--- src/vliw_slot_instruction_decoder_unit_defines.svh ---
// Assertion macros for the slot decoder. Users provide clk and rst.
`ifndef VLIW_SLOT_INSTRUCTION_DECODER_UNIT_DEFINES_SVH
`define VLIW_SLOT_INSTRUCTION_DECODER_UNIT_DEFINES_SVH
// Implication checked on every rising clock edge outside reset.
`define VSD_ASSERT_IMPL(label, lhs, rhs, msg) \
  label: assert property (@(posedge clk) disable iff (rst) (lhs) |-> (rhs)) else $error(msg);
// Implication checked in the cycle after the antecedent.
`define VSD_ASSERT_NEXT(label, lhs, rhs, msg) \
  label: assert property (@(posedge clk) disable iff (rst) (lhs) |=> (rhs)) else $error(msg);
`endif

--- src/vsd_pkg.sv ---
// ----------------------------------------------------------------------------
// vsd_pkg
// Operation codes and result record of the slot decoder.
// ----------------------------------------------------------------------------
package vsd_pkg;

  localparam logic [6:0] OP_CALL   = 7'd10;
  localparam logic [6:0] OP_CMP    = 7'd14;
  localparam logic [6:0] OP_FCMP   = 7'd15;
  localparam logic [6:0] OP_DCMP   = 7'd16;
  localparam logic [6:0] OP_RET    = 7'd17;
  localparam logic [6:0] OP_CMPI   = 7'd18;
  localparam logic [6:0] OP_FCMPI  = 7'd19;
  localparam logic [6:0] OP_DCMPI  = 7'd20;
  localparam logic [6:0] OP_STM    = 7'd21;
  localparam logic [6:0] OP_STMX   = 7'd23;
  localparam logic [6:0] OP_OUT    = 7'd25;
  localparam logic [6:0] OP_OUTI   = 7'd27;
  localparam logic [6:0] OP_STCV   = 7'd28;
  localparam logic [6:0] OP_STMV   = 7'd30;
  localparam logic [6:0] OP_STC    = 7'd32;
  localparam logic [6:0] OP_STCF   = 7'd34;
  localparam logic [6:0] OP_STMF   = 7'd36;
  localparam logic [6:0] OP_STCD   = 7'd38;
  localparam logic [6:0] OP_STMD   = 7'd40;
  localparam logic [6:0] OP_RRR    = 7'd42;
  localparam logic [6:0] OP_RRI    = 7'd55;
  localparam logic [6:0] OP_RI     = 7'd68;
  localparam logic [6:0] OP_XCHG   = 7'd81;
  localparam logic [6:0] OP_NOP    = 7'd82;
  localparam logic [6:0] OP_MOVEI  = 7'd83;
  localparam logic [6:0] OP_STDMA  = 7'd84;
  localparam logic [6:0] OP_STDMAR = 7'd86;
  localparam logic [6:0] OP_DMAIR  = 7'd88;
  localparam logic [6:0] OP_WAIT   = 7'd89;
  localparam logic [6:0] OP_VEC    = 7'd90;

  localparam logic [1:0] UNIT_BR  = 2'd0;
  localparam logic [1:0] UNIT_LSU = 2'd1;
  localparam logic [1:0] UNIT_ALU = 2'd2;
  localparam logic [1:0] UNIT_VEC = 2'd3;

  localparam logic [6:0] REG_X_BASE  = 7'd62;
  localparam logic [6:0] REG_V_BASE  = 7'd56;
  localparam logic [6:0] REG_F_BASE  = 7'd60;
  localparam logic [6:0] REG_D_BASE  = 7'd58;

  typedef struct packed {
    logic        legal;
    logic [6:0]  operation;
    logic [11:0] width_code;
    logic [31:0] operand_a;
    logic [6:0]  operand_b;
    logic [7:0]  operand_c;
    logic [23:0] extra_data;
  } dec_t;

endpackage

--- src/vliw_slot_instruction_decoder_unit.sv ---
// ----------------------------------------------------------------------------
// vliw_slot_instruction_decoder_unit
// Decodes one instruction word per transaction according to its bundle slot.
// ----------------------------------------------------------------------------
// channel  direction  handshake           payload
// in       input      in_valid/in_stall   slot, pc, instr_word
// out      output     out_valid/out_stall legal .. extra_data
//
// From input transaction to result: input register, decode, result register.
// One transaction per cycle sustained while the result is not stalled.
// Reset empties both registers. A stalled result holds; the input register
// refills in the same cycle the result register moves.
module vliw_slot_instruction_decoder_unit (
  input  logic        clk,
  input  logic        rst,
  input  logic        in_valid,
  output logic        in_stall,
  input  logic [1:0]  slot,
  input  logic [31:0] pc,
  input  logic [31:0] instr_word,
  output logic        out_valid,
  input  logic        out_stall,
  output logic        legal,
  output logic [6:0]  operation,
  output logic [11:0] width_code,
  output logic [31:0] operand_a,
  output logic [6:0]  operand_b,
  output logic [7:0]  operand_c,
  output logic [23:0] extra_data
);

`include "vliw_slot_instruction_decoder_unit_defines.svh"

  logic          s1_valid;
  logic [1:0]    s1_slot;
  logic [31:0]   s1_pc;
  logic [31:0]   s1_word;
  vsd_pkg::dec_t dec;
  vsd_pkg::dec_t res;
  logic          s2_move;

  assign s2_move  = !out_valid || !out_stall;
  assign in_stall = s1_valid && !s2_move;

  always_ff @(posedge clk) begin
    if (rst) begin
      s1_valid <= 1'b0;
    end else if (!in_stall) begin
      s1_valid <= in_valid;
    end
    if (!in_stall && in_valid) begin
      s1_slot <= slot;
      s1_pc   <= pc;
      s1_word <= instr_word;
    end
  end

  vsd_decode u_dec (
    .slot (s1_slot),
    .pc   (s1_pc),
    .w    (s1_word),
    .d    (dec)
  );

  always_ff @(posedge clk) begin
    if (rst) begin
      out_valid <= 1'b0;
    end else if (s2_move) begin
      out_valid <= s1_valid;
    end
    if (s2_move && s1_valid) begin
      res <= dec;
    end
  end

  assign legal      = res.legal;
  assign operation  = res.operation;
  assign width_code = res.width_code;
  assign operand_a  = res.operand_a;
  assign operand_b  = res.operand_b;
  assign operand_c  = res.operand_c;
  assign extra_data = res.extra_data;

  `VSD_ASSERT_IMPL(a_illegal_zero, out_valid && !legal, res == '0, "illegal result not cleared")
  `VSD_ASSERT_NEXT(a_stall_hold, out_valid && out_stall, out_valid && $stable(res), "stall hold")
  `VSD_ASSERT_NEXT(a_s1_flow, s1_valid && s2_move, out_valid, "decoded transaction lost")

endmodule

--- src/vsd_decode.sv ---
// ----------------------------------------------------------------------------
// vsd_decode
// Combinational decode of one instruction word for its bundle slot.
// ----------------------------------------------------------------------------
module vsd_decode (
  input  logic [1:0]     slot,
  input  logic [31:0]    pc,
  input  logic [31:0]    w,
  output vsd_pkg::dec_t  d
);

  logic [31:0] rel;
  vsd_pkg::dec_t r;

  // pc + 2 * sext14(label)
  assign rel = pc + {{17{w[25]}}, w[25:12], 1'b0};

  always_comb begin
    r = '0;
    r.legal = 1'b1;
    if (slot[1] && w[1:0] != vsd_pkg::UNIT_ALU) begin
      r.legal = 1'b0;
    end else begin
      unique case (w[1:0])
        vsd_pkg::UNIT_BR: begin
          if (!slot[0]) begin
            unique case (w[3:2])
              2'd0: begin
                unique case (w[5:4])
                  2'd0: begin
                    r.operation = vsd_pkg::OP_CMP;
                    r.width_code = {10'd0, w[9:8]};
                    r.operand_a = {26'd0, w[25:20]};
                    r.operand_b = {1'b0, w[31:26]};
                  end
                  2'd1: begin
                    r.operation = vsd_pkg::OP_FCMP;
                    r.operand_a = {25'd0, w[24:18]};
                    r.operand_b = w[31:25];
                  end
                  2'd2: begin
                    r.operation = vsd_pkg::OP_DCMP;
                    r.operand_a = {26'd0, w[25:20]};
                    r.operand_b = {1'b0, w[31:26]};
                  end
                  default: begin
                    unique case (w[7:6])
                      2'd0: begin
                        if (w[11:8] > 4'd9) begin
                          r.legal = 1'b0;
                        end else begin
                          r.operation = {3'd0, w[11:8]};
                          r.operand_a = rel;
                        end
                      end
                      2'd1: r.legal = 1'b0;
                      2'd2: begin
                        r.operation = vsd_pkg::OP_CALL + {5'd0, w[9:8]};
                        r.operand_a = w[9] ? rel : {17'd0, w[25:12], 1'b0};
                      end
                      default: r.operation = vsd_pkg::OP_RET;
                    endcase
                  end
                endcase
              end
              2'd1: begin
                r.operation = vsd_pkg::OP_CMPI;
                r.width_code = {10'd0, w[5:4]};
                r.operand_a = {12'd0, w[25:6]};
                r.operand_b = {1'b0, w[31:26]};
              end
              2'd2: begin
                r.operation = vsd_pkg::OP_FCMPI;
                r.operand_a = {11'd0, w[24:4]};
                r.operand_b = w[31:25];
              end
              default: begin
                r.operation = vsd_pkg::OP_DCMPI;
                r.operand_a = {10'd0, w[25:4]};
                r.operand_b = {1'b0, w[31:26]};
              end
            endcase
          end else if (!w[2]) begin
            r.operation = vsd_pkg::OP_STDMA + {6'd0, ~w[3]};
            r.width_code = {11'd0, w[4]};
            r.operand_a = 32'(vsd_pkg::REG_F_BASE) + {30'd0, w[6:5]};
            r.operand_b = vsd_pkg::REG_D_BASE + {6'd0, w[7]};
            r.extra_data = {w[31:20], w[19:8]};
          end else if (w[7:5] == 3'd0) begin
            r.operation = w[4] ? vsd_pkg::OP_DMAIR
                               : vsd_pkg::OP_STDMAR + {6'd0, ~w[3]};
            r.width_code = w[19:8];
            r.operand_a = {26'd0, w[13:8]};
            r.operand_b = {1'b0, w[25:20]};
          end else if (w[7:4] == 4'hF) begin
            r.operation = vsd_pkg::OP_WAIT;
          end else begin
            r.legal = 1'b0;
          end
        end
        vsd_pkg::UNIT_LSU: begin
          unique case (w[3:2])
            2'd0, 2'd2: begin
              r.extra_data = {23'd0, w[4]};
              r.operation = (w[3] ? vsd_pkg::OP_STC : vsd_pkg::OP_STM) + {6'd0, ~w[5]};
              r.width_code = {10'd0, w[7:6]};
              r.operand_a = {20'd0, w[19:8]};
              r.operand_b = {1'b0, w[25:20]};
              r.operand_c = {2'd0, w[31:26]};
            end
            2'd1: begin
              unique case (w[5:4])
                2'd0: begin
                  r.operation = vsd_pkg::OP_STMX + {6'd0, ~w[6]};
                  r.width_code = {10'd0, w[8:7]};
                  r.operand_a = {16'd0, w[24:9]};
                  r.operand_b = vsd_pkg::REG_X_BASE + {6'd0, w[25]};
                  r.operand_c = {2'd0, w[31:26]};
                end
                2'd1: begin
                  r.operation = vsd_pkg::OP_OUT + {6'd0, ~w[6]};
                  r.width_code = {10'd0, w[8:7]};
                  r.operand_a = {24'd0, w[23:16]};
                  r.operand_c = {2'd0, w[31:26]};
                end
                2'd2: begin
                  r.operation = vsd_pkg::OP_OUTI;
                  r.width_code = {11'd0, w[7]};
                  r.operand_a = {16'd0, w[31:16]};
                  r.operand_c = {2'd0, w[31:26]};
                end
                default: begin
                  r.extra_data = {23'd0, w[8]};
                  r.operation = (w[7] ? vsd_pkg::OP_STCV : vsd_pkg::OP_STMV)
                                + {6'd0, ~w[6]};
                  r.operand_a = {17'd0, w[23:9]};
                  r.operand_b = vsd_pkg::REG_V_BASE + {4'd0, w[27:25]};
                  r.operand_c = {2'd0, w[31:26]};
                end
              endcase
            end
            default: begin
              r.extra_data = {23'd0, w[7]};
              if (!w[4]) begin
                r.operation = (w[5] ? vsd_pkg::OP_STCF : vsd_pkg::OP_STMF)
                              + {6'd0, ~w[6]};
                r.operand_a = {17'd0, w[22:8]};
                r.operand_b = vsd_pkg::REG_F_BASE + {5'd0, w[24:23]};
                r.operand_c = {1'b0, w[31:25]};
              end else begin
                r.operation = (w[5] ? vsd_pkg::OP_STCD : vsd_pkg::OP_STMD)
                              + {6'd0, ~w[6]};
                r.operand_a = {16'd0, w[23:8]};
                r.operand_b = vsd_pkg::REG_F_BASE + {5'd0, w[25:24]};
                r.operand_c = {2'd0, w[31:26]};
              end
            end
          endcase
        end
        vsd_pkg::UNIT_ALU: begin
          unique case (w[3:2])
            2'd0: begin
              if (w[6:4] == 3'd0) begin
                if (w[11:8] > 4'd12) begin
                  r.legal = 1'b0;
                end else begin
                  r.operation = vsd_pkg::OP_RRR + {3'd0, w[11:8]};
                  r.width_code = {10'd0, w[13:12]};
                  r.operand_a = {26'd0, w[19:14]};
                  r.operand_b = {1'b0, w[25:20]};
                  r.operand_c = {2'd0, w[31:26]};
                end
              end else if (w[6:4] == 3'd2) begin
                r.operation = vsd_pkg::OP_XCHG;
              end else if (w[6:4] == 3'd6) begin
                r.operation = vsd_pkg::OP_NOP;
                r.extra_data = {23'd0, w[7]};
              end else begin
                r.legal = 1'b0;
              end
            end
            2'd1, 2'd2: begin
              if (w[7:4] > 4'd12) begin
                r.legal = 1'b0;
              end else begin
                r.operation = (w[2] ? vsd_pkg::OP_RRI : vsd_pkg::OP_RI) + {3'd0, w[7:4]};
                r.width_code = {10'd0, w[9:8]};
                if (w[2]) begin
                  r.operand_a = {22'd0, w[19:10]};
                  r.operand_b = {1'b0, w[25:20]};
                end else begin
                  r.operand_a = {16'd0, w[25:10]};
                end
                r.operand_c = {2'd0, w[31:26]};
              end
            end
            default: begin
              r.operation = vsd_pkg::OP_MOVEI;
              r.operand_a = {10'd0, w[25:4]};
              r.operand_c = {2'd0, w[31:26]};
            end
          endcase
        end
        default: r.operation = vsd_pkg::OP_VEC;
      endcase
    end
    d = r.legal ? r : '0;
  end

endmodule

--- config.mk ---
export PLATFORM = sky130hd
export DESIGN_NAME = vliw_slot_instruction_decoder_unit
export DESIGN_NICKNAME = d
export VERILOG_FILES = /design/src/vsd_pkg.sv /design/src/vliw_slot_instruction_decoder_unit.sv /design/src/vsd_decode.sv
export VERILOG_INCLUDE_DIRS = /design/src /design/src/src
export SDC_FILE = /design/constraint.sdc
export NUM_CORES = 1
export LEC_CHECK = 0
export ABC_AREA = 1
export BUFFER_PORTS_ARGS = -buffer_cell sky130_fd_sc_hd__buf_4
export CAP_MARGIN = 20
export CORE_MARGIN = 5
export CORE_UTILIZATION = 50
export DETAILED_ROUTE_END_ITERATION = 6
export PLACE_DENSITY = 0.79
export REMOVE_ABC_BUFFERS = 1
export SLEW_MARGIN = 20
export SYNTH_ARGS = -nofsm -noshare
export SYNTH_HDL_FRONTEND = slang
export SYNTH_SLANG_ARGS = --single-unit
--- constraint.sdc ---
create_clock -name clk -period 5.3 [get_ports clk]
set_input_delay 0.265 -clock clk [delete_from_list [all_inputs] [get_ports clk]]
set_output_delay 0.265 -clock clk [all_outputs]
set_load 0.01 [all_outputs]
Yosys cells after proc, flatten, opt, wreduce, memory -nomap -nowiden
Index checks and enable logic that the tools add are counted.
{ "word_totals": {"rom_bits": 0, "ram_bits": 0, "latch_bits": 0, "memories": 0, "output_inout_bits": 93, "reg_bits": 159} }
{ "op_classes": {"order_cmp": 3, "bitwise": 4, "addsub": 18, "shift": 0, "n_reduce_logical": 22, "div": 0, "n_mux": 72, "eq_ne": 12, "n_mul": 0} }
{ "ops": {"columns": ["op", "n"], "rows": [
  ["$pmux 32 s2", 3],
  ["$pmux 51 s3", 1],
  ["$pmux 71 s2", 1],
  ["$mux 66", 2],
  ["$mux 24", 5],
  ["$mux 59", 2],
  ["$pmux 39 s3", 1],
  ["$pmux 7 s3", 5],
  ["$mux 91", 1],
  ["$mux 90", 1],
  ["$pmux 24 s3", 1],
  ["$pmux 7 s2", 5],
  ["$mux 32", 2],
  ["$mux 58", 1],
  ["$mux 51", 1],
  ["$mux 7", 7],
  ["$pmux 12 s2", 2],
  ["$pmux 16 s3", 1],
  ["$add 32x32->32", 1],
  ["$pmux 8 s2", 2],
  ["$mux 31", 1],
  ["$add 7x1->7", 4],
  ["$add 6x2->7 const A", 3],
  ["$mux 16", 1],
  ["other kinds (30)", 77]
]} }

Longest topological paths before layout
{ "logic_depth": {"depth_word": 10, "depth_mapped": 16} }

Modules after synthesis
From an unflattened synthesis, not the netlist that was laid out.
{ "unflattened": {"hier_cells": 1395, "area_unflattened_um2": 11001.8} }
{ "modules_own_cells": {"columns": ["module", "instances", "cells_per_inst", "area_each_um2"], "rows": [
  ["vsd_decode", 1, 1226, 6195.9],
  ["vliw_slot_instruction_decoder_unit", 1, 169, 4805.9]
]} }

Least setup slack after synthesis
No wires, ideal clock.
{ "synth_timing": {"path_type": "reg-to-reg", "from": "reg s1_valid", "to": "reg res (netlist bit extra_data[0]) (enable)", "path_buffers": 0, "period_less_slack_ns": 5.269, "slack_ns": 0.031, "arrival_ns": 4.701, "path_stages_with_launch": 3, "setup_ns": 0.568, "cell_sequence": "dfxtp_1 > inv_1 > a21oi_1"} }
{ "synth_between": {"elab_chain_cells": 1} }
{ "synth_lines": {"columns": ["item", "line", "rtl"], "rows": [
  ["from (decl)", "vliw_slot_instruction_decoder_unit.sv:34", "logic s1_valid;"],
  ["from (signal assigned)", "vliw_slot_instruction_decoder_unit.sv:49", "s1_valid <= in_valid;"],
  ["$logic_and 1x1->1", "vliw_slot_instruction_decoder_unit.sv:71", "if (s2_move && s1_valid) begin"],
  ["to (signal assigned)", "vliw_slot_instruction_decoder_unit.sv:72", "res <= dec;"],
  ["to (decl)", "vliw_slot_instruction_decoder_unit.sv:39", "vsd_pkg::dec_t res;"]
]} }
Every way passes these cells.
A chain may end at the register's enable or synchronous reset.

Final worst setup path
{ "layout_timing": {"from": "reg s1_word[2]", "to": "reg res (netlist bit extra_data[13]), data pin"} }
{ "layout_between": {"elab_chain_cells": 7, "elab_cells_between_ends": 16, "cone_classes": "2 x eq/ne; 10 x mux; 1 x bitwise; 3 x reduce/logical"} }
{ "layout_lines": {"columns": ["item", "line", "rtl"], "rows": [
  ["from (decl)", "vliw_slot_instruction_decoder_unit.sv:37", "logic [31:0] s1_word;"],
  ["from (signal assigned)", "vliw_slot_instruction_decoder_unit.sv:54", "s1_word <= instr_word;"],
  ["$eq 2x1->1 (tied with other cells)", "vsd_decode.sv:102, vsd_decode.sv:161", null],
  ["$reduce_or 2->1 / $mux 1 (equally long branches)", "vsd_decode.sv:161, vsd_decode.sv:27", null],
  ["$pmux 1 s2 / $mux 59 (equally long branches)", "vsd_decode.sv:161, vsd_decode.sv:26", null],
  ["$pmux 1 s2", "vsd_decode.sv:24", "unique case (w[1:0])"],
  ["$mux 1", "vsd_decode.sv:21", "if (slot[1] && w[1:0] != vsd_pkg::UNIT_ALU) begin"],
  ["$not 1->1 (no line)", null, null],
  ["$reduce_or 2->1 (no line)", null, null]
]} }
Several ways; a longest one is shown, not always the timed one.

==> impl_metrics.toml <==
[status]
status = "complete, but fails checks"
violations = "DRC"

[clock_network]
h-tree-depth = 4
cts_made_buffers = 17
clock-sinks = 158
cts_resized = 0
clk_path_buf_depth = 2
clock_latency_ns = 0.43
cts_tree = "done"
clk_pin_slew_worst_paths_ns = 0.07
cts-root-buf = "clkbuf_16"

[routing]
via_per_inst = 6.21
drc = 2
dr.pass1.iters = 7
wl_per_cell_microns = 23.1
drt_wl_total_mm = 39.3
drt_first_iter_violations = 1453
ant_nets = 0
vias = 10600

[logic_synthesis]
synth_edf_count = 156
ys_seq_elements = 158
ys_seq_area_share_pct = 45.4
synth.avg_cell_area_sq_um = 8.18
ys_types = 51
synth_area_sq_mm = 0.0104
async_flop_share_pct = 0
synthCells = 1271
synth_warnings = 0
synth_flop_cell = "edfxtp_1"

[power]
power_frac_clock_pct = 36.6
switching_share_pct = 30.7
p_leak_nw = 5.20
intPower_mw = 2.43
p_comb_share_pct = 20.7
p_per_area_mw_per_mm2 = 280
p_seq_share_pct = 42.7
p_sw_mw = 1.07
ir_drop_mv = 0.206
p_total_mw = 3.50

[global_routing]
antenna_found_initial = 0
globalRoute.totalOverflow = 0
grt_pass1_vias = 9862
grt_use_total_pct = 32.3
grt_max_degree = 71
grt_first_pass_wirelength_mm = 59.2

[cells_and_area]
fin_util_pct = 61.5
final_common_cell = "nand2_1"
syn_to_final_growth_pct = 20.4
final_cells = 1703
nets = 1538
layout_common_cells = "nand2_1 (259), buf_4 (175), edfxtp_1 (156)"
layout-drive-gt1-share_pct = 15.8
antenna_cells = 0

[timing]
min_period_ns = 3.74
fmax_mhz = 267
finalSetupTns_ns = 0
slew_headroom_pct = 40.3
rsz0062_at_grt = "false"
clock_skew_ns = 0.0133
finalHoldViolCount = 0
drv_slew = 0
timing.final.crit_share_pct = 70.6
setup_viol = 0
tightest_slew_ns = 0.895

[worst_setup_path]
endpoint_kind = "flop"
critical_path_class = "reg2reg"
cpMostUsedCell = "inv_1"
cp_data_required_time_ns = 5.57
crit_fanout = 24
crit_buf_inv = 2
slowest_stage = "inv_1"
cp_top_family = "simple AND/OR/NAND/NOR gates"
crit_path_start = "s1_word[2]"
reg2reg_from = "s1_word[2]"
crit_chain = "inv_1, ha_1, inv_1, nor3_1, o21ai_1, nand3_2, nand2_2, nor2_4, nand2_1, nor2_1"
cp_slowest_stage_delay_ns = 0.55
critPathArrivalTime_ns = 4.01
start_kind = "flop"

[job]
maxCapViolCount = 0

[floorplanning]
die_y_microns = 154
std_cell_rows = 52
core_sq_mm = 0.0204
die-area_sq_mm = 0.0238
initial_core_util_pct = 51.1
die_width_microns = 154
io_pins = 163

[place]
hpwl_mm = 29.1
port_buffers = 161
gp_congestion = 1.05
dp_cells = 1659

[hold_path]
min_from = "instr_word[22]"
holdCritPathClass = "in2reg"
==> worst reg2reg max path: stages (launching register included) <==
cell and delay, ns:
edfxtp_1 0.38, inv_1 0.55, ha_1 0.55, inv_1 0.33, nor3_1 0.48, o21ai_1 0.15
nand3_2 0.09, nand2_2 0.32, nor2_4 0.26, nand2_1 0.26, nor2_1 0.19
==> logic make-up (layout without fill, tap and decap cells) <==
family                   after synthesis  count (layout)  share of synthesized area [%]
AO/OA/AOI/OAI                        319             319                           18.2
buffers and inverters                179             341                           6.97
adder cells (fa/ha/maj)               48              48                           5.92
flip-flops                           158             158                           45.4
XOR/XNOR                              14              14                           1.18
other                                  1               1                         0.0361
AND/OR/NAND/NOR                      552             552                           22.3
==> what timing repair did <==
item / CTS / global route
setup endpoints to repair: 0 / 0
endpoints found under the hold margin: 9 / 3
buffers inserted: 0 / 0
hold buffers: 8 / 3
==> power groups by stage <==
stage,combinational (mW),sequential (mW),clock (mW)
3_3_place_gp,0.688,1.52,0
3_5_place_dp,0.689,1.52,0
2_1_floorplan,0.419,1.52,0
5_1_grt,0.789,1.50,1.35
6_report,0.727,1.50,1.28
4_1_cts,0.699,1.49,1.28
==> flip-flops by register name, summed over array words and instances (netlist names) <==
signal	count
s1_slot	2
s1_word	32
s1_pc	32
operand_a	32
extra_data	24
operation	7
s1_valid	1
operand_c	7
width_code	12
legal	1
out_valid	1
operand_b	7
==> through the flow <==
stage,hold WS (ns),setup slack (ns),cell area (sq um)
5_1_grt,0.000599,1.41,12500
3_5_place_dp,0.436,1.73,11800
2_1_floorplan,0.334,0.0308,10100
4_1_cts,0.0000905,1.71,12500
3_3_place_gp,0.430,1.75,11800
6_report,0.00607,1.56,12500
==> routing by layer <==
layer / global-route usage [%] / share of wire [%] / up-vias
met3: 7.99 / 13 / 140
met1: 46.6 / 41 / 4887
met4: 11.5 / 4.1 / 0
met2: 47.4 / 42 / 766
li1: - / - / 4788
met5: 0 / 0 / -
==> path summary, 6_finish.rpt <==
kind / to / slack (ns) / depth (start not counted)
worst min-delay path: s1_word[22] / 0.006 / 1
worst max register to register: extra_data[13] / 1.56 / 10
worst min register to register: out_valid / 0.53 / 2
worst max-delay path: extra_data[13] / 1.56 / 10
==> cell usage after synthesis (3+ instances only) <==
master / number / area, sq um
xnor2_1: 8 / 70.1
clkinv_1: 5 / 18.8
buf_2: 13 / 65.1
edfxtp_1: 156 / 4680
xor2_1: 6 / 52.6
clkbuf_1: 33 / 124
nand2_1: 259 / 972
inv_1: 112 / 420
o22ai_1: 18 / 113
o221ai_1: 22 / 193
nor4_1: 3 / 18.8
o2111ai_1: 3 / 26.3
a22oi_1: 8 / 60.1
o211ai_1: 18 / 135
o21a_1: 3 / 22.5
a31oi_1: 13 / 81.3
nand3_1: 80 / 400
nand2_2: 3 / 18.8
o21ai_0: 64 / 320
ha_1: 46 / 576
a21oi_1: 141 / 706
nor3_1: 31 / 155
buf_4: 3 / 22.5
nand4_1: 6 / 37.5
buf_6: 3 / 33.8
a211oi_1: 7 / 52.6
nor2_2: 5 / 31.3
nand3b_1: 7 / 52.6
inv_2: 4 / 15.0
nor2_1: 149 / 559
a221oi_1: 8 / 70.1
buf_1: 5 / 18.8
==> layout make-up <==
cell class	count	area, sq um
clock buffers	20	437
clock inverters	12	163
inverters	122	460
fillers	1799	7840
flip-flops and latches	158	4720
repair buffers	187	1440
well taps	270	338
multi-input cells	934	4960
No activity file was read; power rests on OpenSTA's default activity.
